--- config.mk ---
export PLATFORM = sky130hd
export DESIGN_NAME = ibd_queue
export DESIGN_NICKNAME = d
export VERILOG_FILES = /design/src/rtl/assert_macros.svh /design/src/rtl/ibd_pkg.sv /design/src/rtl/ibd_queue.sv
export SDC_FILE = /design/constraint.sdc
export NUM_CORES = 1
export LEC_CHECK = 0
export ABC_AREA = 1
export BUFFER_PORTS_ARGS = -buffer_cell sky130_fd_sc_hd__buf_4
export CORE_ASPECT_RATIO = 0.6
export CORE_MARGIN = 5
export CORE_UTILIZATION = 47
export CTS_CLUSTER_SIZE = 8
export DETAILED_ROUTE_END_ITERATION = 8
export PLACE_DENSITY = 0.76
export SETUP_SLACK_MARGIN = 0.4
export SLEW_MARGIN = 20
export SYNTH_ARGS = -nofsm -noshare
export SYNTH_HDL_FRONTEND = slang
export SYNTH_SLANG_ARGS = --single-unit
export TNS_END_PERCENT = 10
--- constraint.sdc ---
create_clock -name clk_i -period 10.9 [get_ports clk_i]
set_clock_uncertainty 0.1 [all_clocks]
set_input_delay 0.545 -clock clk_i [delete_from_list [all_inputs] [get_ports clk_i]]
set_output_delay 0.545 -clock clk_i [all_outputs]
set_load 0.02 [all_outputs]
--- src/rtl/assert_macros.svh ---
// assertion helpers shared by the rtl
`ifndef ASSERT_MACROS_SVH
`define ASSERT_MACROS_SVH

`ifndef SYNTHESIS

// property checked on every rising clock edge outside reset
`define IBD_ASSERT(label, prop) \
  label: assert property (@(posedge clk_i) disable iff (!rst_ni) (prop)) \
    else $error("ibd assertion failed");

// condition in one cycle implies a condition in the next
`define IBD_ASSERT_NEXT(label, pre, post) \
  label: assert property (@(posedge clk_i) disable iff (!rst_ni) (pre) |=> (post)) \
    else $error("ibd assertion failed");

`else

`define IBD_ASSERT(label, prop)
`define IBD_ASSERT_NEXT(label, pre, post)

`endif

`endif

--- src/rtl/ibd_pkg.sv ---
package ibd_pkg;

  localparam int LINE_PIXELS_MAX  = 4096;
  localparam int SAMPLE_LINES_MAX = 63;
  localparam int INDEX_CAP        = 4096;

  localparam int BASE_CAP = (SAMPLE_LINES_MAX + 1) * LINE_PIXELS_MAX;
  localparam int N_MAX    = BASE_CAP + LINE_PIXELS_MAX;

  // counters
  localparam int BCNT_W = $clog2(BASE_CAP + 1);
  localparam int LCNT_W = $clog2(LINE_PIXELS_MAX + 1);
  localparam int N_W    = $clog2(N_MAX + 1);
  localparam int IDX_W  = $clog2(INDEX_CAP + 1);

  // channel sums and sums of squares
  localparam int LSUM_W = $clog2(64'd255 * 64'(LINE_PIXELS_MAX) + 64'd1);
  localparam int LSQ_W  = $clog2(64'd65025 * 64'(LINE_PIXELS_MAX) + 64'd1);
  localparam int S_W    = $clog2(64'd255 * 64'(N_MAX) + 64'd1);
  localparam int Q_W    = $clog2(64'd65025 * 64'(N_MAX) + 64'd1);

  // products
  localparam int LIM2_W = 16;
  localparam int NN_W   = 2 * N_W;
  localparam int PROD_W = (Q_W + N_W > 2 * S_W) ? Q_W + N_W : 2 * S_W;
  localparam int DN_W   = N_W + 8;
  localparam int NG_W   = N_W + 9;

  // shared multiplier: a full operand times b, one byte of b per cycle
  localparam int MA_W    = (NN_W > Q_W) ? NN_W : Q_W;
  localparam int MB_W    = (S_W > N_W) ? ((S_W > LIM2_W) ? S_W : LIM2_W)
                                       : ((N_W > LIM2_W) ? N_W : LIM2_W);
  localparam int DIGITS  = (MB_W + 7) / 8;
  localparam int MB_PAD  = DIGITS * 8;
  localparam int MACC_W  = MA_W + MB_PAD;
  localparam int DCNT_W  = (DIGITS > 1) ? $clog2(DIGITS) : 1;

  // short queue between front and back
  localparam int QUEUE_DEPTH = 2;
  localparam int QPTR_W      = (QUEUE_DEPTH > 1) ? $clog2(QUEUE_DEPTH) : 1;
  localparam int QCNT_W      = $clog2(QUEUE_DEPTH + 1);

  // configuration port
  localparam int CFG_IDX_W  = 3;
  localparam int CFG_DATA_W = 12;

  typedef enum logic [CFG_IDX_W-1:0] {
    REG_SIDE        = 3'd0,
    REG_SAMPLE      = 3'd1,
    REG_MAX_LINES   = 3'd2,
    REG_STDEV       = 3'd3,
    REG_COLOR_DIFF  = 3'd4,
    REG_GRAY_X2     = 3'd5
  } cfg_reg_e;

  typedef enum logic [1:0] {
    SIDE_TOP    = 2'd0,
    SIDE_RIGHT  = 2'd1,
    SIDE_BOTTOM = 2'd2,
    SIDE_LEFT   = 2'd3
  } side_e;

  typedef struct packed {
    side_e       side;
    logic [5:0]  sample_lines;
    logic [11:0] max_lines;
    logic [7:0]  stdev;
    logic [7:0]  color_diff;
    logic [8:0]  gray_x2;
  } cfg_t;

  localparam cfg_t CFG_RESET = '{
    side:         SIDE_TOP,
    sample_lines: 6'd0,
    max_lines:    12'd1638,
    stdev:        8'd5,
    color_diff:   8'd10,
    gray_x2:      9'd255
  };

  // one finished candidate line, totals over baseline plus line
  typedef struct packed {
    logic                      exh;
    logic [IDX_W-1:0]          border;
    logic [N_W-1:0]            n;
    logic [2:0][S_W-1:0]       sum;
    logic [2:0][Q_W-1:0]       sq;
  } entry_t;

  typedef enum logic [1:0] {
    BK_IDLE,
    BK_START,
    BK_WAIT,
    BK_EVAL
  } back_state_e;

  typedef enum logic [3:0] {
    ST_NN  = 4'd0,
    ST_LNN = 4'd1,
    ST_NQ0 = 4'd2,
    ST_SS0 = 4'd3,
    ST_NQ1 = 4'd4,
    ST_SS1 = 4'd5,
    ST_NQ2 = 4'd6,
    ST_SS2 = 4'd7,
    ST_DN  = 4'd8,
    ST_NG  = 4'd9
  } step_e;

endpackage

--- src/rtl/ibd_queue.sv ---
module ibd_queue import ibd_pkg::*; (
  input  logic   clk_i,
  input  logic   rst_ni,
  input  logic   push_i,
  input  entry_t entry_i,
  input  logic   pop_i,
  output logic   full_o,
  output logic   empty_o,
  output entry_t head_o
);

  entry_t              mem_q [QUEUE_DEPTH];
  logic [QPTR_W-1:0]   wr_q, wr_d, rd_q, rd_d;
  logic [QCNT_W-1:0]   cnt_q, cnt_d;

  assign full_o  = cnt_q == QCNT_W'(QUEUE_DEPTH);
  assign empty_o = cnt_q == '0;
  assign head_o  = mem_q[rd_q];

  always_comb begin
    wr_d  = wr_q;
    rd_d  = rd_q;
    cnt_d = cnt_q;
    if (push_i) begin
      wr_d = (wr_q == QPTR_W'(QUEUE_DEPTH - 1)) ? '0 : wr_q + QPTR_W'(1);
    end
    if (pop_i) begin
      rd_d = (rd_q == QPTR_W'(QUEUE_DEPTH - 1)) ? '0 : rd_q + QPTR_W'(1);
    end
    if (push_i && !pop_i) begin
      cnt_d = cnt_q + QCNT_W'(1);
    end else if (pop_i && !push_i) begin
      cnt_d = cnt_q - QCNT_W'(1);
    end
  end

  always_ff @(posedge clk_i) begin
    if (push_i) begin
      mem_q[wr_q] <= entry_i;
    end
  end

  always_ff @(posedge clk_i or negedge rst_ni) begin
    if (!rst_ni) begin
      wr_q  <= '0;
      rd_q  <= '0;
      cnt_q <= '0;
    end else begin
      wr_q  <= wr_d;
      rd_q  <= rd_d;
      cnt_q <= cnt_d;
    end
  end

endmodule

**After elaboration in Yosys (flattened, before gate mapping)**

Memory sizes are Yosys's and may differ from the RTL's.
Index checks and enable logic that the tools add are counted.

- Reduce and logical (&&, ||, !) cells: 6
- Add/subtract/negate cells: 4
- Multiplexer cells: 6
- Equality and inequality tests: 1

Operators by type and width:

| operator | number |
|---|---|
| 1-bit two-way mux | 4 |
| 2-bit two-way mux | 2 |
| 1-bit adder, second input constant | 2 |
| 2-bit by 1-bit adder with 2-bit output, second input constant | 1 |
| 2-bit == test, second input constant | 1 |
| 1-bit logical AND | 2 |
| 1-bit logical NOT | 2 |
| 2-bit logical NOT | 1 |
| 2-bit nonzero test | 1 |
| 2-bit by 1-bit subtractor with 2-bit output, second input constant | 1 |

- Flip-flop bits (word level): 4
- Memories: 1
- RAM bits: 438
- Bits of input ports: 223

Memory list:

| name | depth | bits a word | rd ports | clocked after Yosys merged registers in | wr ports | line | source |
|---|---|---|---|---|---|---|---|
| mem_q | 2 | 219 | 1 | 0 | 1 | ibd_queue.sv:12 | `entry_t mem_q [QUEUE_DEPTH];` |

**Longest topological paths before layout**

- Depth in word-level cells: 4
- Depth in mapped cells: 7

**Least setup slack after synthesis**

No wires, ideal clock.

- Path type: input -> register
- Start point: in push_i
- End point: mem mem_q[0][0] in the netlist's numbering (enable)
- Data arrival time: 9,735 ps
- Stages: 2
- Library setup time: 808 ps
- Setup slack: 257 ps
- Required time: 9,992 ps
- Path buffers: 0
- Cells stage by stage: inv_1 > nor2_1

- Word-level cells in the longest chain between the ends: 2

Ends and longest elaborated chain:

| element | line | source |
|---|---|---|
| start: declaration | ibd_queue.sv:4 | `input logic push_i,` |
| 1-bit two-way mux | ibd_queue.sv:38 | `if (push_i) begin` |
| 1-bit two-way mux (not written as such) | ibd_queue.sv:39 | `mem_q[wr_q] <= entry_i;` |
| end: declaration | ibd_queue.sv:12 |  |

Every way passes these cells.

==> results.sh <==
export IMPL_synth_area_mm2=0.0161
export IMPL_pwr_share_seq_pct=40.0
export IMPL_post_place_cells=1592
export IMPL_max_cap_viol_count=0
export IMPL_slew_violations=0
export IMPL_core_mm2=0.0338
export IMPL_clk_pin_slew_worst_paths_ns=0.05
export IMPL_die_width_um=249
export IMPL_drt_iter0_drc=538
export IMPL_relSlewSlack_pct=30.3
export IMPL_critPathMaxFanout=76
export IMPL_max_freq_mhz=256
export IMPL_synth_top_family_by_area="multiplexers"
export IMPL_cts_tree="done"
export IMPL_num_rows=52
export IMPL_cts_buffers=61
export IMPL_peakVddDrop_v=0.000278
export IMPL_drive_gt1_share_pct=60.9
export IMPL_hp_start="entry_i[200]"
export IMPL_cp_startpoint="rd_q"
export IMPL_cts_sinks=442
export IMPL_fin_nets=1421
export IMPL_muxShareOfSynthArea_pct=15.3
export IMPL_place_ws_ns=7.56
export IMPL_post_cts_buffers=0
export IMPL_gp_congestion=0.796
export IMPL_grt_start_max_net_pins=88
export IMPL_avgRoutedWirePerCell_um=21.0
export IMPL_p_leak_nw=8.07
export IMPL_postRouteAntennaNets=0
export IMPL_stdcell_count=1670
export IMPL_rr_startpoint="wr_q"
export IMPL_wl_um=35100
export IMPL_timing_final_ws_setup_ns=6.99
export IMPL_syn_num_nets=930
export IMPL_fillers=2342
export IMPL_placed_cell_area_mm2=0.0198
export IMPL_dp_final_hpwl_um=23300
export IMPL_critPathCaptureType="output pin"
export IMPL_grt_pass1_wl_um=52600
export IMPL_io_buffers=443
export IMPL_ys_seq_area_share_pct=82.4
export IMPL_globalRouteOverflowTotal=0
export IMPL_synth_compound_area_share_pct=0
export IMPL_synth_seq_cells=442
export IMPL_grtUsageTotal_pct=17.7
export IMPL_switching_share_pct=30.5
export IMPL_synthXorXnorAreaFrac_pct=0.163
export IMPL_fin_crit_ns=3.91
export IMPL_p_int_mw=4.13
export IMPL_antenna_found_initial=0
export IMPL_tightest_slew_ns=1.05
export IMPL_synthDistinctLibCells=13
export IMPL_worst_ep_arrival_time_ns=3.26
export IMPL_htree_levels=2
export IMPL_setup_viol=0
export IMPL_io_pin_count=444
export IMPL_cts_hold_buffers_added=1
export IMPL_critPathLaunchType="flip-flop"
export IMPL_cts_resized=0
export IMPL_diodes=0
export IMPL_path_class="flip-flop to output pin"
export IMPL_area_growth_pct=33.4
export IMPL_first_pass_iters=4
export IMPL_p_comb_share_pct=32.4
export IMPL_synth_fa_ha_area_share_pct=0.0778
export IMPL_post_route_drc_count=0
export IMPL_rsz0062_at_grt="false"
export IMPL_fin_worst_hold_slack_ns=0.0646
export IMPL_clock_path_buffers=3
export IMPL_hold_class="input port to flip-flop"
export IMPL_start_util_pct=47.6
export IMPL_outcome="complete, no violations"
export IMPL_grt_pass1_vias=8895
export IMPL_yosys_area_share_simple_pct=0.257
export IMPL_syn_inst=706
export IMPL_viasPerCell=4.95
export IMPL_hold_violations=0
export IMPL_avgSynthCellArea_um2=22.8
export IMPL_ys_warn_count=0
export IMPL_power_switching_mw=1.82
export IMPL_clock_power_share_pct=27.6
export IMPL_power_density_mw_per_mm2=277
export IMPL_dieArea_mm2=0.0381
export IMPL_finalCritPeriodShare_pct=35.9
export IMPL_vias=8274
export IMPL_final_setup_tns_ns=0
export IMPL_cp_required_ns=10.26
export IMPL_clock_latency_ns=0.56
export IMPL_die_height_um=153
export IMPL_cts_root_buf="clkbuf_16"
export IMPL_design_area_mm2=0.0215
-- worst max-delay path: stages, from the launching register on --
cell	delay [ns]
dfrtp_4	1.06
buf_4	0.87
mux2_2	0.45
buf_4	0.17
-- per-stage QoR --
stage          util, %  power (mW)
4_1_cts           63.5        6.02
3_5_place_dp      58.6        4.35
5_1_grt           63.5        6.20
3_3_place_gp      58.6        4.33
6_report          63.5        5.95
2_1_floorplan        -        3.66
-- final timing paths --
check	slack, ns	endpoint	cells past startpoint
worst max register to register	8.36	mem_q[1][51]	3
min in group asynchronous	0.23	wr_q	2
max in group asynchronous	10.35	rd_q	2
worst min-delay path	0.06	mem_q[0][200]	1
worst min register to register	0.43	cnt_q[1]	2
worst max-delay path	6.99	head_o[132]	3
-- power groups by stage --
stage	Sequential (mW)	Clock, mW	Combinational [mW]
after floorplan	2.41	0	1.25
after global placement	2.39	0	1.94
after detailed placement	2.41	0	1.94
after CTS	2.38	1.68	1.95
after global routing	2.41	1.76	2.03
final	2.38	1.64	1.93
-- layout make-up --
type / count / area, um^2 / area share (%)
Inverter: 7 / 33.8 / 0.157
Sequential cell: 442 / 13300 / 61.8
Multi-Input combinational cell: 233 / 2550 / 11.9
Clock buffer: 75 / 1620 / 7.56
Timing Repair Buffer: 452 / 3400 / 15.8
Tap cell: 459 / 574 / 2.68
Clock inverter: 2 / 17.5 / 0.0817
-- per-layer routing --
layer / global-route usage (%) / vias up / share of wire (%)
met4: 3.96 / 0 / 1.6
met3: 5.67 / 42 / 8.2
met2: 29.6 / 335 / 50
li1: - / 3776 / -
met5: 0 / - / 0
met1: 22.9 / 4121 / 41
-- layout by cell type, fill, tap and decap left out --
master | netlist | layout
nor2_4 | 0 | 1
nand2_1 | 5 | 5
nand4_1 | 1 | 1
xnor2_1 | 1 | 1
buf_4 | 0 | 451
clkinv_4 | 0 | 1
mux2_2 | 219 | 219
xor2_1 | 2 | 2
nand3_1 | 1 | 1
inv_6 | 0 | 1
nor2_1 | 3 | 2
inv_1 | 7 | 6
clkbuf_16 | 0 | 63
dfrtp_1 | 4 | 3
clkbuf_1 | 0 | 12
inv_8 | 0 | 1
ha_1 | 1 | 1
dlygate4sd3_1 | 0 | 1
dfrtp_4 | 0 | 1
edfxtp_1 | 438 | 438
-- state kept, by name (all words and copies together) (netlist names) --
| signal | cells |
|---|---|
| cnt_q | 2 |
| wr_q | 1 |
| mem_q | 438 |
| rd_q | 1 |
-- cell usage after synthesis, drive strengths merged --
cell    instances  area, um^2
ha              1        12.5
dfrtp           4         100
nand4           1        6.26
edfxtp        438       13200
nor2            3        11.3
xnor2           1        8.76
nand3           1        5.00
xor2            2        17.5
buf            24         258
inv             7        26.3
nand2           5        18.8
mux2          219        2470
-- logic make-up after synthesis --
family / count (synthesis)
DFF: 442
xor gates and xnor gates: 3
buffers and inverters: 31
and+or+nand+nor: 10
adders and majority gates: 1
muxes: 219
(Power assumes the default switching activity.)
