<file path="src/rtl/assert_macros.svh">
// assertion helpers shared by the rtl
`ifndef ASSERT_MACROS_SVH
`define ASSERT_MACROS_SVH

`ifndef SYNTHESIS

// property checked on every rising clock edge outside reset
`define IBD_ASSERT(label, prop) \
  label: assert property (@(posedge clk_i) disable iff (!rst_ni) (prop)) \
    else $error("ibd assertion failed");

// condition in one cycle implies a condition in the next
`define IBD_ASSERT_NEXT(label, pre, post) \
  label: assert property (@(posedge clk_i) disable iff (!rst_ni) (pre) |=> (post)) \
    else $error("ibd assertion failed");

`else

`define IBD_ASSERT(label, prop)
`define IBD_ASSERT_NEXT(label, pre, post)

`endif

`endif

</file>
<file path="src/rtl/ibd_pkg.sv">
package ibd_pkg;

  localparam int LINE_PIXELS_MAX  = 4096;
  localparam int SAMPLE_LINES_MAX = 63;
  localparam int INDEX_CAP        = 4096;

  localparam int BASE_CAP = (SAMPLE_LINES_MAX + 1) * LINE_PIXELS_MAX;
  localparam int N_MAX    = BASE_CAP + LINE_PIXELS_MAX;

  // counters
  localparam int BCNT_W = $clog2(BASE_CAP + 1);
  localparam int LCNT_W = $clog2(LINE_PIXELS_MAX + 1);
  localparam int N_W    = $clog2(N_MAX + 1);
  localparam int IDX_W  = $clog2(INDEX_CAP + 1);

  // channel sums and sums of squares
  localparam int LSUM_W = $clog2(64'd255 * 64'(LINE_PIXELS_MAX) + 64'd1);
  localparam int LSQ_W  = $clog2(64'd65025 * 64'(LINE_PIXELS_MAX) + 64'd1);
  localparam int S_W    = $clog2(64'd255 * 64'(N_MAX) + 64'd1);
  localparam int Q_W    = $clog2(64'd65025 * 64'(N_MAX) + 64'd1);

  // products
  localparam int LIM2_W = 16;
  localparam int NN_W   = 2 * N_W;
  localparam int PROD_W = (Q_W + N_W > 2 * S_W) ? Q_W + N_W : 2 * S_W;
  localparam int DN_W   = N_W + 8;
  localparam int NG_W   = N_W + 9;

  // shared multiplier: a full operand times b, one byte of b per cycle
  localparam int MA_W    = (NN_W > Q_W) ? NN_W : Q_W;
  localparam int MB_W    = (S_W > N_W) ? ((S_W > LIM2_W) ? S_W : LIM2_W)
                                       : ((N_W > LIM2_W) ? N_W : LIM2_W);
  localparam int DIGITS  = (MB_W + 7) / 8;
  localparam int MB_PAD  = DIGITS * 8;
  localparam int MACC_W  = MA_W + MB_PAD;
  localparam int DCNT_W  = (DIGITS > 1) ? $clog2(DIGITS) : 1;

  // short queue between front and back
  localparam int QUEUE_DEPTH = 2;
  localparam int QPTR_W      = (QUEUE_DEPTH > 1) ? $clog2(QUEUE_DEPTH) : 1;
  localparam int QCNT_W      = $clog2(QUEUE_DEPTH + 1);

  // configuration port
  localparam int CFG_IDX_W  = 3;
  localparam int CFG_DATA_W = 12;

  typedef enum logic [CFG_IDX_W-1:0] {
    REG_SIDE        = 3'd0,
    REG_SAMPLE      = 3'd1,
    REG_MAX_LINES   = 3'd2,
    REG_STDEV       = 3'd3,
    REG_COLOR_DIFF  = 3'd4,
    REG_GRAY_X2     = 3'd5
  } cfg_reg_e;

  typedef enum logic [1:0] {
    SIDE_TOP    = 2'd0,
    SIDE_RIGHT  = 2'd1,
    SIDE_BOTTOM = 2'd2,
    SIDE_LEFT   = 2'd3
  } side_e;

  typedef struct packed {
    side_e       side;
    logic [5:0]  sample_lines;
    logic [11:0] max_lines;
    logic [7:0]  stdev;
    logic [7:0]  color_diff;
    logic [8:0]  gray_x2;
  } cfg_t;

  localparam cfg_t CFG_RESET = '{
    side:         SIDE_TOP,
    sample_lines: 6'd0,
    max_lines:    12'd1638,
    stdev:        8'd5,
    color_diff:   8'd10,
    gray_x2:      9'd255
  };

  // one finished candidate line, totals over baseline plus line
  typedef struct packed {
    logic                      exh;
    logic [IDX_W-1:0]          border;
    logic [N_W-1:0]            n;
    logic [2:0][S_W-1:0]       sum;
    logic [2:0][Q_W-1:0]       sq;
  } entry_t;

  typedef enum logic [1:0] {
    BK_IDLE,
    BK_START,
    BK_WAIT,
    BK_EVAL
  } back_state_e;

  typedef enum logic [3:0] {
    ST_NN  = 4'd0,
    ST_LNN = 4'd1,
    ST_NQ0 = 4'd2,
    ST_SS0 = 4'd3,
    ST_NQ1 = 4'd4,
    ST_SS1 = 4'd5,
    ST_NQ2 = 4'd6,
    ST_SS2 = 4'd7,
    ST_DN  = 4'd8,
    ST_NG  = 4'd9
  } step_e;

endpackage

</file>
<file path="src/rtl/ibd_front.sv">
module ibd_front import ibd_pkg::*; (
  input  logic        clk_i,
  input  logic        rst_ni,
  input  cfg_t        cfg_i,
  input  logic        in_valid_i,
  output logic        in_ready_o,
  input  logic        kind_i,
  input  logic [7:0]  red_i,
  input  logic [7:0]  green_i,
  input  logic [7:0]  blue_i,
  input  logic        end_of_line_i,
  input  logic        q_full_i,
  output logic        q_push_o,
  output entry_t      q_entry_o
);

  logic [2:0][S_W-1:0]    base_sum_q, base_sum_d, base_sum_eff;
  logic [2:0][Q_W-1:0]    base_sq_q, base_sq_d, base_sq_eff;
  logic [BCNT_W-1:0]      base_cnt_q, base_cnt_d, base_cnt_eff;
  logic [2:0][LSUM_W-1:0] line_sum_q, line_sum_d;
  logic [2:0][LSQ_W-1:0]  line_sq_q, line_sq_d;
  logic [LCNT_W-1:0]      line_cnt_q, line_cnt_d;
  logic [IDX_W-1:0]       idx_q, idx_d;
  logic                   in_cand_q, in_cand_d;

  logic [2:0][7:0]  pix;
  logic [2:0][15:0] pix_sq;
  logic             accept;
  logic             base_add;
  logic             line_add;
  logic             adj;

  assign in_ready_o = !q_full_i;
  assign accept     = in_valid_i && in_ready_o;
  assign pix        = {blue_i, green_i, red_i};

  always_comb begin
    for (int c = 0; c < 3; c++) begin
      pix_sq[c] = pix[c] * pix[c];
    end
  end

  // a sample pixel after candidates starts a new image
  assign base_cnt_eff = in_cand_q ? '0 : base_cnt_q;
  assign base_sum_eff = in_cand_q ? '0 : base_sum_q;
  assign base_sq_eff  = in_cand_q ? '0 : base_sq_q;
  assign base_add     = base_cnt_eff < BCNT_W'(BASE_CAP);
  assign line_add     = line_cnt_q < LCNT_W'(LINE_PIXELS_MAX);

  always_comb begin
    base_sum_d = base_sum_q;
    base_sq_d  = base_sq_q;
    base_cnt_d = base_cnt_q;
    line_sum_d = line_sum_q;
    line_sq_d  = line_sq_q;
    line_cnt_d = line_cnt_q;
    idx_d      = idx_q;
    in_cand_d  = in_cand_q;
    if (accept) begin
      if (!kind_i) begin
        base_sum_d = base_sum_eff;
        base_sq_d  = base_sq_eff;
        base_cnt_d = base_cnt_eff;
        if (base_add) begin
          for (int c = 0; c < 3; c++) begin
            base_sum_d[c] = base_sum_eff[c] + S_W'(pix[c]);
            base_sq_d[c]  = base_sq_eff[c] + Q_W'(pix_sq[c]);
          end
          base_cnt_d = base_cnt_eff + BCNT_W'(1);
        end
        if (in_cand_q) begin
          line_sum_d = '0;
          line_sq_d  = '0;
          line_cnt_d = '0;
          idx_d      = '0;
          in_cand_d  = 1'b0;
        end
      end else begin
        in_cand_d = 1'b1;
        if (end_of_line_i) begin
          line_sum_d = '0;
          line_sq_d  = '0;
          line_cnt_d = '0;
          if (idx_q < IDX_W'(INDEX_CAP)) begin
            idx_d = idx_q + IDX_W'(1);
          end
        end else if (line_add) begin
          for (int c = 0; c < 3; c++) begin
            line_sum_d[c] = line_sum_q[c] + LSUM_W'(pix[c]);
            line_sq_d[c]  = line_sq_q[c] + LSQ_W'(pix_sq[c]);
          end
          line_cnt_d = line_cnt_q + LCNT_W'(1);
        end
      end
    end
  end

  // totals for the line that ends with this pixel
  assign adj = (cfg_i.side == SIDE_RIGHT) || (cfg_i.side == SIDE_BOTTOM);

  always_comb begin
    q_entry_o.exh    = idx_q > IDX_W'(cfg_i.max_lines);
    q_entry_o.border = idx_q + IDX_W'(adj);
    q_entry_o.n      = N_W'(base_cnt_q) + N_W'(line_cnt_q) + N_W'(line_add);
    for (int c = 0; c < 3; c++) begin
      q_entry_o.sum[c] = base_sum_q[c] + S_W'(line_sum_q[c])
                       + (line_add ? S_W'(pix[c]) : '0);
      q_entry_o.sq[c]  = base_sq_q[c] + Q_W'(line_sq_q[c])
                       + (line_add ? Q_W'(pix_sq[c]) : '0);
    end
  end

  assign q_push_o = accept && kind_i && end_of_line_i;

  always_ff @(posedge clk_i or negedge rst_ni) begin
    if (!rst_ni) begin
      base_sum_q <= '0;
      base_sq_q  <= '0;
      base_cnt_q <= '0;
      line_sum_q <= '0;
      line_sq_q  <= '0;
      line_cnt_q <= '0;
      idx_q      <= '0;
      in_cand_q  <= 1'b0;
    end else begin
      base_sum_q <= base_sum_d;
      base_sq_q  <= base_sq_d;
      base_cnt_q <= base_cnt_d;
      line_sum_q <= line_sum_d;
      line_sq_q  <= line_sq_d;
      line_cnt_q <= line_cnt_d;
      idx_q      <= idx_d;
      in_cand_q  <= in_cand_d;
    end
  end

endmodule

</file>
<file path="config.mk">
export PLATFORM = sky130hd
export DESIGN_NAME = ibd_front
export DESIGN_NICKNAME = d
export VERILOG_FILES = /design/src/rtl/assert_macros.svh /design/src/rtl/ibd_pkg.sv /design/src/rtl/ibd_front.sv
export SDC_FILE = /design/constraint.sdc
export NUM_CORES = 2
export LEC_CHECK = 0
export BUFFER_PORTS_ARGS = -buffer_cell sky130_fd_sc_hd__clkbuf_2
export CELL_PAD_IN_SITES_DETAIL_PLACEMENT = 0
export CELL_PAD_IN_SITES_GLOBAL_PLACEMENT = 1
export CORE_UTILIZATION = 51
export CTS_BUF_LIST = sky130_fd_sc_hd__clkbuf_8
export DETAILED_ROUTE_END_ITERATION = 6
export PLACE_DENSITY_LB_ADDON = 0.1
export SYNTH_ARGS = -nofsm -noshare
export SYNTH_HDL_FRONTEND = slang
export SYNTH_SLANG_ARGS = --single-unit
</file>
<file path="constraint.sdc">
create_clock -name clk_i -period 19.71 [get_ports clk_i]
set_input_delay 1.971 -clock clk_i [delete_from_list [all_inputs] [get_ports clk_i]]
set_output_delay 1.971 -clock clk_i [all_outputs]
set_load 0.01 [all_outputs]
</file>
### Word level (Yosys, flattened, before mapping)

Index checks and enable logic that the tools add are counted.

| storage, ports and cells | value |
|---|---|
| register bits after elaboration | 376 |
| bits of input ports | 75 |
| word-level logic and storage cells | 96 |

| cells by class | value |
|---|---|
| $add $sub $neg | 30 |
| multipliers | 3 |
| $lt $le $gt $ge | 4 |
| equality and inequality tests | 5 |
| multiplexer cells | 28 |
| bitwise gates (word level) | 1 |
| reduce and logical (&&, ||, !) cells | 9 |

Operators with widths:

| kind | number |
|---|---|
| two-way mux 84 bit | 4 |
| two-way mux 60 bit | 4 |
| adder 35 x 16 -> 35 bit | 6 |
| two-way mux 105 bit | 2 |
| adder 27 x 8 -> 27 bit | 6 |
| two-way mux 81 bit | 2 |
| adder 35 x 28 -> 35 bit | 3 |
| two-way mux 13 bit | 7 |
| adder 28 x 16 -> 28 bit | 3 |
| adder 27 x 20 -> 27 bit | 3 |
| adder 20 x 8 -> 20 bit | 3 |
| multiplier 8 x 8 -> 16 bit | 3 |
| two-way mux 16 bit | 3 |
| two-way mux 19 bit | 2 |
| adder 13 x 1 -> 13 bit, second input constant | 2 |
| less-than comparator 13 bit, second input constant | 2 |
| two-way mux 8 bit | 3 |
| adder 19 x 1 -> 19 bit | 1 |
| adder 19 x 1 -> 19 bit, second input constant | 1 |
| adder 19 x 13 -> 19 bit | 1 |
| less-than comparator 19 bit, second input constant | 1 |
| adder 13 x 1 -> 13 bit | 1 |
| > comparator 13 x 12 -> 1 bit | 1 |
| inequality test 2 x 1 -> 1 bit, second input constant | 2 |
| other kinds (12) | 14 |

### Longest topological paths before layout

| depth | value |
|---|---|
| depth after elaboration | 5 |
| mapped depth | 30 |

### Worst setup path after synthesis

No wires, ideal clock.

| path | value |
|---|---|
| kind | input-to-output |
| from | in green_i[6] |
| to | out q_entry_o[62] (netlist name) |
| arrival time | 8.606 ns |
| required time | 17.739 ns |
| setup slack | 9.133 ns |
| cell stages on the path | 24 |
| cell sequence | clkbuf_1 and2_1 fa_1 fa_1 inv_1 fa_1 fa_1 inv_1 ha_1 or3_1 o221a_2 a21oi_1 o21bai_1 mux2_2 fa_1 ha_1 a21o_1 a21o_1 a21oi_1 o211ai_1 a221o_1 a31o_2 mux2i_1 a2111oi_0 |

RTL lines:

| what | line | text |
|---|---|---|
| start, declared | ibd_front.sv:9 | `input logic [7:0] green_i,` |
| end, declared | ibd_front.sv:14 | `output entry_t q_entry_o` |

==> results_dict.tcl <==
set metrics [dict create \
    status "finished clean" \
    ys_top_cells_by_area "dfrtp_1, ha_1, fa_1, xnor2_1, nand2_1" \
    synth_top_area_cell "dfrtp_1" \
    period_share_pct 58.41 \
    finalSetupViolations 0 \
    ioPinCount 296 \
    cp_max_fo 10 \
    rsz0062_at_grt "false" \
    netlist.area_leader.share_pct 23.71 \
    clock_latency_ns 0.68 \
    dr.pass1.iters 5 \
    whs_ns 0.5358 \
    rows 101 \
    clk_path_buf_depth 3 \
    grt_overflow 0 \
    grt_pass1_wl_mm 173.9 \
    antenna_found_initial 6 \
    dp_hpwl_mm 82.05 \
    cts_buffers 76 \
    synth_cell_types 87 \
    synth_area_um2 39690 \
    final_area_um2 43610 \
    avgSynthCellArea_um2 8.548 \
    drc 0 \
    die_height_um 281.0 \
    area_delta_synth_final_pct 9.887 \
    cp-start-kind "primary input" \
    vias_per_cell 5.687 \
    synthMostInstantiatedCell "ha_1" \
    pwr_density_cell_nw_per_um2 150.6 \
    endpoint_kind "primary output" \
    slew_violations 0 \
    ys.flop_type "dfrtp_1" \
    regArea_um2 9414 \
    synthCells 4643 \
    cts.hold.buffers_added 0 \
    cts_tree "yes" \
    portBuffers 264 \
    crit_type "primary input to primary output" \
    syn_nets 5353 \
    required_ns 17.74 \
    routed_wl_mm 108.2 \
    dieArea_um2 78940 \
    ant_nets 0 \
    critPathArrivalTime_ns 9.54 \
    initial_core_util_pct 51.91 \
    ys_seq_elements 376 \
    synth-seq-area-share_pct 23.71 \
    async_flop_share_pct 100.0 \
    hold_path_class "flop to flop" \
    cts.sinks 376 \
    maxSlewHeadroom_pct 35.08 \
    final_layout_size_suffix_gt1_share_pct 9.502 \
    fillers 7102 \
    nets 5591 \
    finalHoldViolCount 0 \
    yosysWarnings 0 \
    max_freq_ghz 0.08685 \
    clk_pin_slew_ns 0.06 \
    fin_skew_ns 0.03837 \
    worst_pin_slew_ns 0.9714 \
    fp.dieW_um 281.0 \
    grt_max_degree 135 \
    synthTopCellsByCount "ha_1, nand2_1, dfrtp_1" \
    final.min_clock_period_ns 11.51 \
    cts_resized 0 \
    fp.coreArea_um2 76450 \
    tns_ns 0 \
    crit_slowest_cell "fa_1" \
    synth-edff-count 0 \
    multi_input_area_um2 28650 \
    cpPeakStageDelay_ns 0.54 \
    htreeDepth 3 \
    root_buffer "clkbuf_8" \
    first_global_vias 32900 \
    leakagePower_nw 21.87 \
    post-cts-setup-buffer-count 0 \
    dr_total_vias 33960 \
    post_drt_wl_per_cell_um 18.12 \
    placed_area_um2 42060 \
    place.gp.congestion 0.8798 \
    track_usage_pct 27.49 \
    max_cap_violations 0 \
    drt_iter0_markers 1789 \
    irDropWorstVdd_mv 0.3097 \
]
==> logic make-up after synthesis <==
group,Yosys count,synth area share (%)
adder cells (fa/ha/maj),635,23.01
XOR/XNOR,468,10.33
other,2,0.01892
AO/OA/AOI/OAI,1119,18.32
buffers and inverters,440,4.256
AND/OR/NAND/NOR,1580,19.76
multiplexers,23,0.5958
flip-flops,376,23.71
==> through the flow <==
| stage | utilization (%) | power [mW] | std cells | setup WS, ns |
|---|---|---|---|---|
| floorplan | - | 4.348 | 4643 | 9.133 |
| global placement | 55.01 | 5.700 | 5833 | 8.262 |
| detailed placement | 55.01 | 5.730 | 5833 | 8.257 |
| CTS | 57.02 | 6.616 | 5966 | 8.211 |
| global route | 57.03 | 7.161 | 5968 | 7.611 |
| finish | 57.04 | 6.569 | 5971 | 8.196 |
==> power breakdown <==
group | total (mW) | internal [mW] | switching, mW
registers | 1.06 | 0.901 | 0.161
clock network | 0.839 | 0.448 | 0.392
logic | 4.67 | 1.95 | 2.72
==> state kept, by name, indices dropped and copies added, names as in the netlist <==
register    count
base_sq_q     105
line_sq_q      84
base_sum_q     81
line_sum_q     60
base_cnt_q     19
idx_q          13
line_cnt_q     13
in_cand_q       1
==> cell type report <==
| class | instances | share of cell area, % |
|---|---|---|
| clock inverters | 39 | 0.5623 |
| well taps | 1030 | 2.955 |
| clock buffers | 94 | 2.967 |
| repair buffers | 290 | 3.529 |
| multi-input cells | 3827 | 65.70 |
| flip-flops and latches | 376 | 21.59 |
| inverters | 310 | 2.668 |
| diodes | 5 | 0.02869 |
==> worst max-delay path: cells and delay by family <==
family	cells	cell delay [ns]
buffers and inverters	6	0.82
and+or+nand+nor	8	1.41
xor gates and xnor gates	1	0.15
adders and majority gates	7	2.77
AOI/OAI and AO/OA	8	2.40
==> routing by layer <==
layer  share of wire, %  vias to the layer above  routed length [µm]  GRT usage [%]
li1                   -                    16890                   -              -
met1                 47                    16280               50630          37.33
met2                 46                      629               50020          45.63
met3                4.5                      159                4911          3.625
met4                2.4                        6                2564          7.790
met5              0.038                        -                  41              0
==> layout by cell type, fill, tap and decap left out, drive strengths merged, types with 10 or more instances in the layout <==
master,synthesis,routed
xnor2,284,284
a31o,15,15
inv,309,337
a21oi,299,299
nor4,17,17
nor3,80,80
buf,27,27
or4,21,21
o21a,39,39
a2111oi,12,12
xor2,184,184
o211ai,40,40
a21boi,15,15
nand4,67,67
a31oi,42,42
o31ai,30,30
nand2,469,469
o21ai,262,262
nand2b,44,44
a22o,58,58
o21bai,44,44
fa,158,158
a211oi,43,43
clkbuf,103,357
nand3,141,141
clkinv,1,10
nor2b,128,128
or3,54,54
and2,103,103
or2,18,18
ha,477,477
and3,74,74
dfrtp,376,376
nor2,306,306
nor3b,16,16
a21o,127,127
mux2i,18,18
and4,20,20
==> worst paths after layout <==
| path | cells past startpoint | startpoint | to | slack [ns] |
|---|---|---|---|---|
| min in group asynchronous | 1 | rst_ni | base_sq_q[81] | 1.23 |
| min reg2reg | 2 | base_sq_q[36] | base_sq_q[36] | 0.54 |
| max | 30 | red_i[1] | q_entry_o[31] | 8.20 |
| max reg2reg | 13 | in_cand_q | base_sum_q[22] | 15.34 |
| min | 2 | base_sq_q[36] | base_sq_q[36] | 0.54 |
| max in group asynchronous | 3 | rst_ni | base_cnt_q[15] | 16.27 |
Power figures use the tool's default switching activity.
