==> src/rtl/assert_macros.svh <==
// assertion helpers shared by the rtl
`ifndef ASSERT_MACROS_SVH
`define ASSERT_MACROS_SVH

`ifndef SYNTHESIS

// property checked on every rising clock edge outside reset
`define IBD_ASSERT(label, prop) \
  label: assert property (@(posedge clk_i) disable iff (!rst_ni) (prop)) \
    else $error("ibd assertion failed");

// condition in one cycle implies a condition in the next
`define IBD_ASSERT_NEXT(label, pre, post) \
  label: assert property (@(posedge clk_i) disable iff (!rst_ni) (pre) |=> (post)) \
    else $error("ibd assertion failed");

`else

`define IBD_ASSERT(label, prop)
`define IBD_ASSERT_NEXT(label, pre, post)

`endif

`endif

==> src/rtl/ibd_pkg.sv <==
package ibd_pkg;

  localparam int LINE_PIXELS_MAX  = 4096;
  localparam int SAMPLE_LINES_MAX = 63;
  localparam int INDEX_CAP        = 4096;

  localparam int BASE_CAP = (SAMPLE_LINES_MAX + 1) * LINE_PIXELS_MAX;
  localparam int N_MAX    = BASE_CAP + LINE_PIXELS_MAX;

  // counters
  localparam int BCNT_W = $clog2(BASE_CAP + 1);
  localparam int LCNT_W = $clog2(LINE_PIXELS_MAX + 1);
  localparam int N_W    = $clog2(N_MAX + 1);
  localparam int IDX_W  = $clog2(INDEX_CAP + 1);

  // channel sums and sums of squares
  localparam int LSUM_W = $clog2(64'd255 * 64'(LINE_PIXELS_MAX) + 64'd1);
  localparam int LSQ_W  = $clog2(64'd65025 * 64'(LINE_PIXELS_MAX) + 64'd1);
  localparam int S_W    = $clog2(64'd255 * 64'(N_MAX) + 64'd1);
  localparam int Q_W    = $clog2(64'd65025 * 64'(N_MAX) + 64'd1);

  // products
  localparam int LIM2_W = 16;
  localparam int NN_W   = 2 * N_W;
  localparam int PROD_W = (Q_W + N_W > 2 * S_W) ? Q_W + N_W : 2 * S_W;
  localparam int DN_W   = N_W + 8;
  localparam int NG_W   = N_W + 9;

  // shared multiplier: a full operand times b, one byte of b per cycle
  localparam int MA_W    = (NN_W > Q_W) ? NN_W : Q_W;
  localparam int MB_W    = (S_W > N_W) ? ((S_W > LIM2_W) ? S_W : LIM2_W)
                                       : ((N_W > LIM2_W) ? N_W : LIM2_W);
  localparam int DIGITS  = (MB_W + 7) / 8;
  localparam int MB_PAD  = DIGITS * 8;
  localparam int MACC_W  = MA_W + MB_PAD;
  localparam int DCNT_W  = (DIGITS > 1) ? $clog2(DIGITS) : 1;

  // short queue between front and back
  localparam int QUEUE_DEPTH = 2;
  localparam int QPTR_W      = (QUEUE_DEPTH > 1) ? $clog2(QUEUE_DEPTH) : 1;
  localparam int QCNT_W      = $clog2(QUEUE_DEPTH + 1);

  // configuration port
  localparam int CFG_IDX_W  = 3;
  localparam int CFG_DATA_W = 12;

  typedef enum logic [CFG_IDX_W-1:0] {
    REG_SIDE        = 3'd0,
    REG_SAMPLE      = 3'd1,
    REG_MAX_LINES   = 3'd2,
    REG_STDEV       = 3'd3,
    REG_COLOR_DIFF  = 3'd4,
    REG_GRAY_X2     = 3'd5
  } cfg_reg_e;

  typedef enum logic [1:0] {
    SIDE_TOP    = 2'd0,
    SIDE_RIGHT  = 2'd1,
    SIDE_BOTTOM = 2'd2,
    SIDE_LEFT   = 2'd3
  } side_e;

  typedef struct packed {
    side_e       side;
    logic [5:0]  sample_lines;
    logic [11:0] max_lines;
    logic [7:0]  stdev;
    logic [7:0]  color_diff;
    logic [8:0]  gray_x2;
  } cfg_t;

  localparam cfg_t CFG_RESET = '{
    side:         SIDE_TOP,
    sample_lines: 6'd0,
    max_lines:    12'd1638,
    stdev:        8'd5,
    color_diff:   8'd10,
    gray_x2:      9'd255
  };

  // one finished candidate line, totals over baseline plus line
  typedef struct packed {
    logic                      exh;
    logic [IDX_W-1:0]          border;
    logic [N_W-1:0]            n;
    logic [2:0][S_W-1:0]       sum;
    logic [2:0][Q_W-1:0]       sq;
  } entry_t;

  typedef enum logic [1:0] {
    BK_IDLE,
    BK_START,
    BK_WAIT,
    BK_EVAL
  } back_state_e;

  typedef enum logic [3:0] {
    ST_NN  = 4'd0,
    ST_LNN = 4'd1,
    ST_NQ0 = 4'd2,
    ST_SS0 = 4'd3,
    ST_NQ1 = 4'd4,
    ST_SS1 = 4'd5,
    ST_NQ2 = 4'd6,
    ST_SS2 = 4'd7,
    ST_DN  = 4'd8,
    ST_NG  = 4'd9
  } step_e;

endpackage

==> src/rtl/ibd_mul.sv <==
module ibd_mul import ibd_pkg::*; (
  input  logic              clk_i,
  input  logic              rst_ni,
  input  logic              start_i,
  input  logic [MA_W-1:0]   a_i,
  input  logic [MB_W-1:0]   b_i,
  output logic              done_o,
  output logic [MACC_W-1:0] prod_o
);

  logic [MA_W-1:0]   a_q;
  logic [MB_PAD-1:0] b_q;
  logic [MACC_W-1:0] acc_q, acc_d;
  logic [MA_W+7:0]   part;
  logic [DCNT_W-1:0] cnt_q;
  logic              busy_q;
  logic              done_q;

  // most significant byte of b first
  assign part  = a_q * b_q[MB_PAD-1 -: 8];
  assign acc_d = {acc_q[MACC_W-9:0], 8'h00} + MACC_W'(part);

  assign done_o = done_q;
  assign prod_o = acc_q;

  always_ff @(posedge clk_i) begin
    if (start_i) begin
      a_q   <= a_i;
      b_q   <= MB_PAD'(b_i);
      acc_q <= '0;
    end else if (busy_q) begin
      b_q   <= {b_q[MB_PAD-9:0], 8'h00};
      acc_q <= acc_d;
    end
  end

  always_ff @(posedge clk_i or negedge rst_ni) begin
    if (!rst_ni) begin
      busy_q <= 1'b0;
      done_q <= 1'b0;
      cnt_q  <= '0;
    end else begin
      done_q <= !start_i && busy_q && (cnt_q == DCNT_W'(DIGITS - 1));
      if (start_i) begin
        busy_q <= 1'b1;
        cnt_q  <= '0;
      end else if (busy_q) begin
        cnt_q <= cnt_q + DCNT_W'(1);
        if (cnt_q == DCNT_W'(DIGITS - 1)) begin
          busy_q <= 1'b0;
        end
      end
    end
  end

endmodule

==> src/rtl/ibd_back.sv <==
module ibd_back import ibd_pkg::*; (
  input  logic             clk_i,
  input  logic             rst_ni,
  input  cfg_t             cfg_i,
  input  logic             q_empty_i,
  input  entry_t           head_i,
  output logic             q_pop_o,
  output logic             out_valid_o,
  input  logic             out_ready_i,
  output logic             found_o,
  output logic             exhausted_o,
  output logic [IDX_W-1:0] border_o
);

  back_state_e st_q, st_d;
  step_e       step_q, step_d;

  logic [NN_W-1:0]        nn_q;
  logic [PROD_W-1:0]      lnn_q;
  logic [2:0][PROD_W-1:0] nq_q, ss_q;
  logic [DN_W-1:0]        dn_q;
  logic [NG_W-1:0]        ng_q;

  logic              mul_start, mul_done;
  logic [MA_W-1:0]   mul_a;
  logic [MB_W-1:0]   mul_b;
  logic [MACC_W-1:0] mul_prod;
  logic [LIM2_W-1:0] lim2;
  logic [1:0]        ch;

  logic              out_valid_q;
  logic              found_q, exh_q;
  logic [IDX_W-1:0]  border_q;
  logic              out_load;

  logic [2:0]        dev;
  logic [S_W-1:0]    smax, smin;
  logic [S_W+1:0]    sum3;
  logic [NG_W+1:0]   ng3;
  logic              spread, bright, found, need_out;

  assign lim2 = cfg_i.stdev * cfg_i.stdev;

  // channel of the current square or sum-of-squares product
  assign ch = 2'((step_q - ST_NQ0) >> 1);

  ibd_mul u_mul (
    .clk_i  (clk_i),
    .rst_ni (rst_ni),
    .start_i(mul_start),
    .a_i    (mul_a),
    .b_i    (mul_b),
    .done_o (mul_done),
    .prod_o (mul_prod)
  );

  // border tests on the finished products
  always_comb begin
    for (int c = 0; c < 3; c++) begin
      dev[c] = (nq_q[c] > ss_q[c]) && ((nq_q[c] - ss_q[c]) > lnn_q);
    end
    smax = head_i.sum[0];
    smin = head_i.sum[0];
    for (int c = 1; c < 3; c++) begin
      if (head_i.sum[c] > smax) smax = head_i.sum[c];
      if (head_i.sum[c] < smin) smin = head_i.sum[c];
    end
    spread = PROD_W'(smax - smin) > PROD_W'(dn_q);
    sum3   = (S_W+2)'(head_i.sum[0]) + (S_W+2)'(head_i.sum[1])
           + (S_W+2)'(head_i.sum[2]);
    ng3    = (NG_W+2)'(ng_q) + {1'b0, ng_q, 1'b0};
    bright = PROD_W'({sum3, 1'b0}) > PROD_W'(ng3);
    found  = (|dev) || spread || bright;
  end

  assign need_out = head_i.exh || found;

  // next state
  always_comb begin
    st_d = st_q;
    unique case (st_q)
      BK_IDLE: begin
        if (!q_empty_i) st_d = head_i.exh ? BK_EVAL : BK_START;
      end
      BK_START: st_d = BK_WAIT;
      BK_WAIT: begin
        if (mul_done) st_d = (step_q == ST_NG) ? BK_EVAL : BK_START;
      end
      BK_EVAL: begin
        if (q_pop_o) st_d = BK_IDLE;
      end
    endcase
  end

  // outputs of the sequencer
  always_comb begin
    mul_start = 1'b0;
    mul_a     = '0;
    mul_b     = '0;
    q_pop_o   = 1'b0;
    out_load  = 1'b0;
    unique case (st_q)
      BK_IDLE: ;
      BK_START: begin
        mul_start = 1'b1;
        unique case (step_q)
          ST_NN: begin
            mul_a = MA_W'(head_i.n);
            mul_b = MB_W'(head_i.n);
          end
          ST_LNN: begin
            mul_a = MA_W'(nn_q);
            mul_b = MB_W'(lim2);
          end
          ST_NQ0, ST_NQ1, ST_NQ2: begin
            mul_a = MA_W'(head_i.sq[ch]);
            mul_b = MB_W'(head_i.n);
          end
          ST_SS0, ST_SS1, ST_SS2: begin
            mul_a = MA_W'(head_i.sum[ch]);
            mul_b = MB_W'(head_i.sum[ch]);
          end
          ST_DN: begin
            mul_a = MA_W'(head_i.n);
            mul_b = MB_W'(cfg_i.color_diff);
          end
          ST_NG: begin
            mul_a = MA_W'(head_i.n);
            mul_b = MB_W'(cfg_i.gray_x2);
          end
          default: ;
        endcase
      end
      BK_WAIT: ;
      BK_EVAL: begin
        if (!need_out || !out_valid_q || out_ready_i) begin
          q_pop_o  = 1'b1;
          out_load = need_out;
        end
      end
    endcase
  end

  always_comb begin
    step_d = step_q;
    if (st_q == BK_IDLE) begin
      step_d = ST_NN;
    end else if (st_q == BK_WAIT && mul_done && step_q != ST_NG) begin
      step_d = step_e'(step_q + 4'd1);
    end
  end

  always_ff @(posedge clk_i) begin
    if (st_q == BK_WAIT && mul_done) begin
      case (step_q)
        ST_NN:  nn_q     <= mul_prod[NN_W-1:0];
        ST_LNN: lnn_q    <= mul_prod[PROD_W-1:0];
        ST_NQ0: nq_q[0]  <= mul_prod[PROD_W-1:0];
        ST_SS0: ss_q[0]  <= mul_prod[PROD_W-1:0];
        ST_NQ1: nq_q[1]  <= mul_prod[PROD_W-1:0];
        ST_SS1: ss_q[1]  <= mul_prod[PROD_W-1:0];
        ST_NQ2: nq_q[2]  <= mul_prod[PROD_W-1:0];
        ST_SS2: ss_q[2]  <= mul_prod[PROD_W-1:0];
        ST_DN:  dn_q     <= mul_prod[DN_W-1:0];
        ST_NG:  ng_q     <= mul_prod[NG_W-1:0];
        default: ;
      endcase
    end
    if (out_load) begin
      found_q  <= !head_i.exh;
      exh_q    <= head_i.exh;
      border_q <= head_i.exh ? '0 : head_i.border;
    end
  end

  always_ff @(posedge clk_i or negedge rst_ni) begin
    if (!rst_ni) begin
      st_q        <= BK_IDLE;
      step_q      <= ST_NN;
      out_valid_q <= 1'b0;
    end else begin
      st_q        <= st_d;
      step_q      <= step_d;
      out_valid_q <= out_load || (out_valid_q && !out_ready_i);
    end
  end

  assign out_valid_o = out_valid_q;
  assign found_o     = found_q;
  assign exhausted_o = exh_q;
  assign border_o    = border_q;

endmodule

==> config.mk <==
export PLATFORM = sky130hd
export DESIGN_NAME = ibd_back
export DESIGN_NICKNAME = d
export VERILOG_FILES = /design/src/rtl/assert_macros.svh /design/src/rtl/ibd_pkg.sv /design/src/rtl/ibd_mul.sv /design/src/rtl/ibd_back.sv
export SDC_FILE = /design/constraint.sdc
export NUM_CORES = 2
export LEC_CHECK = 0
export BUFFER_PORTS_ARGS = -buffer_cell sky130_fd_sc_hd__buf_4
export CAP_MARGIN = 20
export CORE_MARGIN = 10
export CORE_UTILIZATION = 45
export CTS_CLUSTER_DIAMETER = 80
export DETAILED_ROUTE_END_ITERATION = 10
export HOLD_SLACK_MARGIN = 0.1
export MAX_ROUTING_LAYER = met4
export SYNTH_ARGS = -nofsm -noshare
export SYNTH_HDL_FRONTEND = slang
export SYNTH_HIERARCHICAL = 1
export SYNTH_SLANG_ARGS = --single-unit
==> constraint.sdc <==
create_clock -name clk_i -period 12 [get_ports clk_i]
set_clock_uncertainty 0.15 [all_clocks]
set_input_delay 1.2 -clock clk_i [delete_from_list [all_inputs] [get_ports clk_i]]
set_output_delay 1.2 -clock clk_i [all_outputs]
set_load 0.02 [all_outputs]
# Word-level counts from Yosys, hierarchy flattened

Index checks and enable logic that the tools add are counted.

$add $sub $neg: 11
Multiply operators: 2
Magnitude comparators: 13
Equal/unequal tests: 17
Muxes and demuxes: 31
Reductions and logical operators: 39

Operators with widths:

| kind                                          | count |
|---|---|
| > comparator 54 bit                           | 6 |
| 2-to-1 mux 27 bit                             | 8 |
| subtractor 54 bit                             | 3 |
| case mux 38 bit (4 select lines)              | 1 |
| case mux 27 bit (5 select lines)              | 1 |
| binary-select mux 35 bit (select 2 bit)       | 1 |
| adder 54 x 46 -> 54 bit                       | 1 |
| binary-select mux 27 bit (select 2 bit)       | 1 |
| > comparator 27 bit                           | 2 |
| > comparator 54 x 27 -> 1 bit                 | 1 |
| less-than comparator 27 bit                   | 2 |
| multiplier 38 x 8 -> 46 bit                   | 1 |
| 2-to-1 mux 35 bit                             | 1 |
| adder 28 x 29 -> 30 bit                       | 1 |
| > comparator 30 bit                           | 1 |
| adder 28 x 27 -> 29 bit                       | 1 |
| adder 27 x 27 -> 28 bit                       | 1 |
| subtractor 27 x 27 -> 28 bit                  | 1 |
| AND reduction 2 bit                           | 10 |
| == test 4 x 3 -> 1 bit, second input constant | 4 |
| multiplier 8 x 8 -> 16 bit                    | 1 |
| 2-to-1 mux 2 bit                              | 7 |
| OR reduction 3 bit                            | 4 |
| == test 4 x 2 -> 1 bit, second input constant | 2 |
| 22 further kinds                              | 51 |

Register bits after elaboration: 621
Input bits: 268

# Depth between registers and ports, before layout

Depth in word-level cells: 16
Gate-level depth with buffers: 52
Gate-level depth less buffers: 48

# By module

The synthesis kept the hierarchy.

Modules (own cells, without submodules):

| module   | times used | cells an instance | area each (µm²) | sequential area each (µm²) |
|---|---|---|---|---|
| ibd_back | 1          | 3,977             | 40,108.5        | 14,769.2 |
| ibd_mul  | 1          | 1,719             | 16,180.5        | 3,553.4 |

# Worst setup path after synthesis

No wires, ideal clock.

Path type: input -> output
Start: input port head_i[125] in the netlist's numbering
End: output port q_pop_o
Arrival: 10.521 ns
Path slack: 0.129 ns
Stages on the path: 51
Cell sequence: inv_1 -> ha_1 -> a21o_1 -> a21o_1 -> a21o_1 -> a21o_1 -> a21o_1 -> a21oi_1 -> o211ai_2 -> o21ai_0 -> buf_2 -> buf_2 -> o21ai_0 -> ha_1 -> nor2b_1 -> o21a_1 -> o21a_1 -> o21a_1 -> [... 15 more ...] -> a21oi_1 -> o21ai_0 -> a21o_1 -> a21oi_1 -> o21ai_0 -> xor2_1 -> ha_1 -> a21o_1 -> a21o_1 -> a21o_1 -> a21oi_1 -> o2111ai_1 -> o21a_1 -> nor3_1 -> o211ai_1 -> a2111o_1 -> o31a_1 -> nor2_1

Cells in the longest elaborated chain, start to end: 14
Elaborated cells between the ends (all ways): 21

Ends and longest elaborated chain:

| item                                                               | line                           | source |
|---|---|---|
| from (decl)                                                        | ibd_back.sv:6                  | `input entry_t head_i,` |
| > comparator 27 bit or less-than comparator 27 bit (tied branches) | ibd_back.sv:65, ibd_back.sv:66 |  |
| 2-to-1 mux 27 bit (on tied branches)                               | ibd_back.sv:65, ibd_back.sv:66 |  |
| > comparator 27 bit or less-than comparator 27 bit (tied branches) | ibd_back.sv:65, ibd_back.sv:66 |  |
| 2-to-1 mux 27 bit (on tied branches)                               | ibd_back.sv:65, ibd_back.sv:66 |  |
| subtractor 27 x 27 -> 28 bit                                       | ibd_back.sv:68                 | `spread = PROD_W'(smax - smin) > PROD_W'(dn_q);` |
| > comparator 54 x 27 -> 1 bit                                      | ibd_back.sv:68                 |  |
| logical OR 1 bit                                                   | ibd_back.sv:73                 | `found = (\|dev) \|\| spread \|\| bright;` |
| logical OR 1 bit (*)                                               | ibd_back.sv:73                 |  |
| logical OR 1 bit (*)                                               | ibd_back.sv:76                 | `assign need_out = head_i.exh \|\| found;` |
| zero test 1 bit (*)                                                | ibd_back.sv:136                | `if (!need_out \|\| !out_valid_q \|\| out_ready_i) begin` |
| logical OR 1 bit (*) (2 in series)                                 | ibd_back.sv:136                |  |
| 2-to-1 mux 1 bit (*)                                               | ibd_back.sv:136                |  |
| 2-to-1 mux 1 bit (*)                                               | ibd_back.sv:102                | `unique case (st_q)` |
| to (decl)                                                          | ibd_back.sv:7                  | `output logic q_pop_o,` |

Every way passes the cells marked *; elsewhere a longest branch is shown, timed or not.

# Final worst setup path

Start: input port head_i[133] in the netlist's numbering
End: output port q_pop_o

The elaborated chain is that of the path after synthesis.

==> results.tsv <==
stage	metric	value	unit
outcome	run status	complete, but fails checks	
outcome	failing checks	setup timing	
cts	Root Buffer	clkbuf_16	
timing	RSZ-0062 raised after global routing	true	
timing	worst slew pin tran	1.264	ns
layout	share of layout cells above drive strength 1	12.90	%
timing	timing-limited maximum frequency	0.08308	GHz
layout	Post-layout nets	7256	
place	HPWL Detailed	138500	um
grt	remaining global-route overflow	0	
floorplanning	core area	0.1220	sq mm
power_and_ir_drop	Cell Pwr Density	95.39	mW/mm^2
routing	DRC viols	0	
grt	first-pass GRT wire length	270400	um
cts	Clock Tree Buf Depth	3	
routing	drt via density	5.654	
timing	final hold vios	0	
synthesis	mapped cell area	0.05544	sq mm
timing	crit share post-route	100.3	%
routing	WL final	179200	um
worst_hold_path	worst hold-check path type	input port to async pin	
synthesis	Post-Synthesis Cells	5593	
critical_path	Max FO, Critical Path	6	
timing	setup ws final	-0.03696	ns
floorplanning	Rows	128	
critical_path	Worst R2R Setup Slack	3.27	ns
layout	design area	0.06369	sq mm
floorplanning	num ports	285	
critical_path	Crit Path Class	input port to output pin	
cts	clock sink count	621	
layout	Fill cells	11170	
power_and_ir_drop	VDD IR max	0.0001294	V
cts	CTS Buf Count	77	
cts	clock insertion delay at the later pin of the skew report	0.66	ns
power_and_ir_drop	P_leak	29.40	nW
critical_path	Worst Path Buf+Inv	6	
critical_path	Top delay family on crit path	compound AO/OA/AOI/OAI gates	
critical_path	Top cell by count, worst path	a21o_1	
critical_path	crit path from	head_i[133]	
place	post-place setup slack	-0.5781	ns
synthesis	synth warn	6	
layout	area grow syn2layout	14.89	%
routing	Antenna Violating Nets Remaining	0	
grt	initial antenna violation count	17	
cts	clk slew on worst S/H paths	0.05	ns
timing	Setup TNS Final	-0.03696	ns
critical_path	slowest CP cell	a2111o_2	
place	IO Port Bufs	264	
synthesis	syn_nets	6819	
place	gpl congestion	0.9989	
timing	Period minus WS final	12.04	ns
critical_path	crit end category	output pin	
routing	vias	43680	
routing	drt pass-1 iters	6	
cts	CTS H-tree lvls	3	
flow_run	Max Cap Viol	0	
grt	vias in the first global route	43960	
critical_path	critical path depth	51	
critical_path	R2R depth	25	
critical_path	CP Capture Point	q_pop_o	
timing	Hold WS	0.2547	ns
timing	max_slew headroom	15.04	%
critical_path	Worst Path Required	10.65	ns
floorplanning	Horiz. Die Dim	371.0	um
floorplanning	die area	0.1376	sq mm
floorplanning	initial core utilization	45.43	%
cts	TritonCTS clock tree	built	
routing	DR iter-0 viols	3577	
routing	Routed WL per cell	23.19	um
synthesis	Avg Inst Size Synth	9.912	sq um
critical_path	Startpoint Class	input port	
grt	largest net degree at the start of global routing	59	
place	placed cell area	0.06076	sq mm
critical_path	Crit Reg-Reg Startpoint	nq_q[55]$_DFFE_PP_	
timing	fin. max-slew vios	0	
critical_path	FF-to-FF End	border_o[6]$_SDFFCE_PP0P_	
critical_path	slowest cell delay on critical path	0.57	ns
critical_path	critical path arrival	10.69	ns
timing	final number of setup-violating endpoints	1	
grt	gr usage total	26.50	%
floorplanning	die height	371.0	um
-- report_power, final --
part	internal (W)	total (W)	leakage, nW	switching [W]
Combinational	0.000673	0.00136	22.3	0.000687
Clock	0.00138	0.00238	1.25	0.00100
Sequential	0.00232	0.00233	5.82	0.0000100
-- sequential cells by signal, indices dropped and copies added, names as in the netlist, 2 cells and up --
| name | count |
|---|---|
| ng_q | 28 |
| u_mul/b_q | 32 |
| dn_q | 27 |
| lnn_q | 54 |
| border_o | 13 |
| ss_q | 162 |
| nn_q | 38 |
| u_mul/cnt_q | 2 |
| u_mul/prod_o | 54 |
| nq_q | 162 |
| step_q | 4 |
| u_mul/a_q | 38 |
| st_q | 2 |
-- layout make-up --
type | count | area (sq um) | share of cell area [%]
Clock inverter | 47 | 520.5 | 0.8172
Clock buffer | 95 | 2036 | 3.196
Inverter | 722 | 2713 | 4.259
Multi-Input combinational cell | 4088 | 34390 | 53.99
Tap cell | 1625 | 2033 | 3.192
Sequential cell | 621 | 18000 | 28.27
Timing Repair Buffer | 520 | 3976 | 6.243
Antenna cell | 7 | 17.52 | 0.02750
-- what timing repair did --
action,CTS,global route
buffers inserted,5,7
hold buffers,0,0
setup endpoints to repair,1,1
pin swaps,13,27
gates resized for setup,24,33
-- cell usage in the layout, fill, tap and decap left out, drive strengths merged, types with 15 or more instances in the layout --
master / n
nor4: 16
clkbuf: 95
o21bai: 50
inv: 734
nor2b: 59
ha: 647
buf: 520
a211oi: 38
and3: 34
nand2: 364
nand3: 74
a21o: 254
fa: 311
o21ai: 252
xnor2: 195
clkinv: 25
nor3: 47
or2: 17
a21oi: 380
mux2i: 162
and4: 15
dfxtp: 59
a22oi: 35
xor2: 90
nor2: 268
nand2b: 42
o21a: 39
o31ai: 15
mux2: 48
a31oi: 40
edfxtp: 551
o211ai: 21
and2: 267
a222oi: 15
a221oi: 18
o22ai: 29
nand4: 108
-- stage by stage --
| stage | util [%] | instances | power, W |
|---|---|---|---|
| after detailed placement | 49.79 | 7563 | 0.003658 |
| after CTS | 51.98 | 7710 | 0.006073 |
| after global routing | 52.19 | 7725 | 0.006352 |
| final | 52.19 | 7725 | 0.006075 |
| after floorplan | - | 5593 | 0.003190 |
| after global placement | 49.78 | 7562 | 0.003638 |
-- worst min path at each step --
stage / depth (start not counted) / end / startpoint / slack, ns
after detailed placement: 2 / u_mul/b_q[27]$_SDFFE_PP0P_ / u_mul/b_q[19]$_DFFE_PP_ / 0.33
after global placement: 2 / u_mul/b_q[27]$_SDFFE_PP0P_ / u_mul/b_q[27]$_SDFFE_PP0P_ / 0.33
after global routing: 1 / out_valid_o$_DFF_PN0_ / rst_ni / 0.23
after floorplan: 2 / u_mul/b_q[31]$_SDFFE_PP0P_ / u_mul/b_q[23]$_DFFE_PP_ / 0.31
after CTS: 1 / u_mul/cnt_q[0]$_DFFE_PN0P_ / rst_ni / 0.21
final: 1 / out_valid_o$_DFF_PN0_ / rst_ni / 0.25
-- layer usage --
| layer | GRT usage [%] | share of wire, % | vias up |
|---|---|---|---|
| met2 | 42.48 | 47 | 1365 |
| met3 | 3.303 | 5.8 | 292 |
| li1 | - | - | 20590 |
| met1 | 34.41 | 44 | 21430 |
| met4 | 9.430 | 3.8 | 0 |
| met5 | - | 0 | - |
Power figures use the tool's default switching activity.
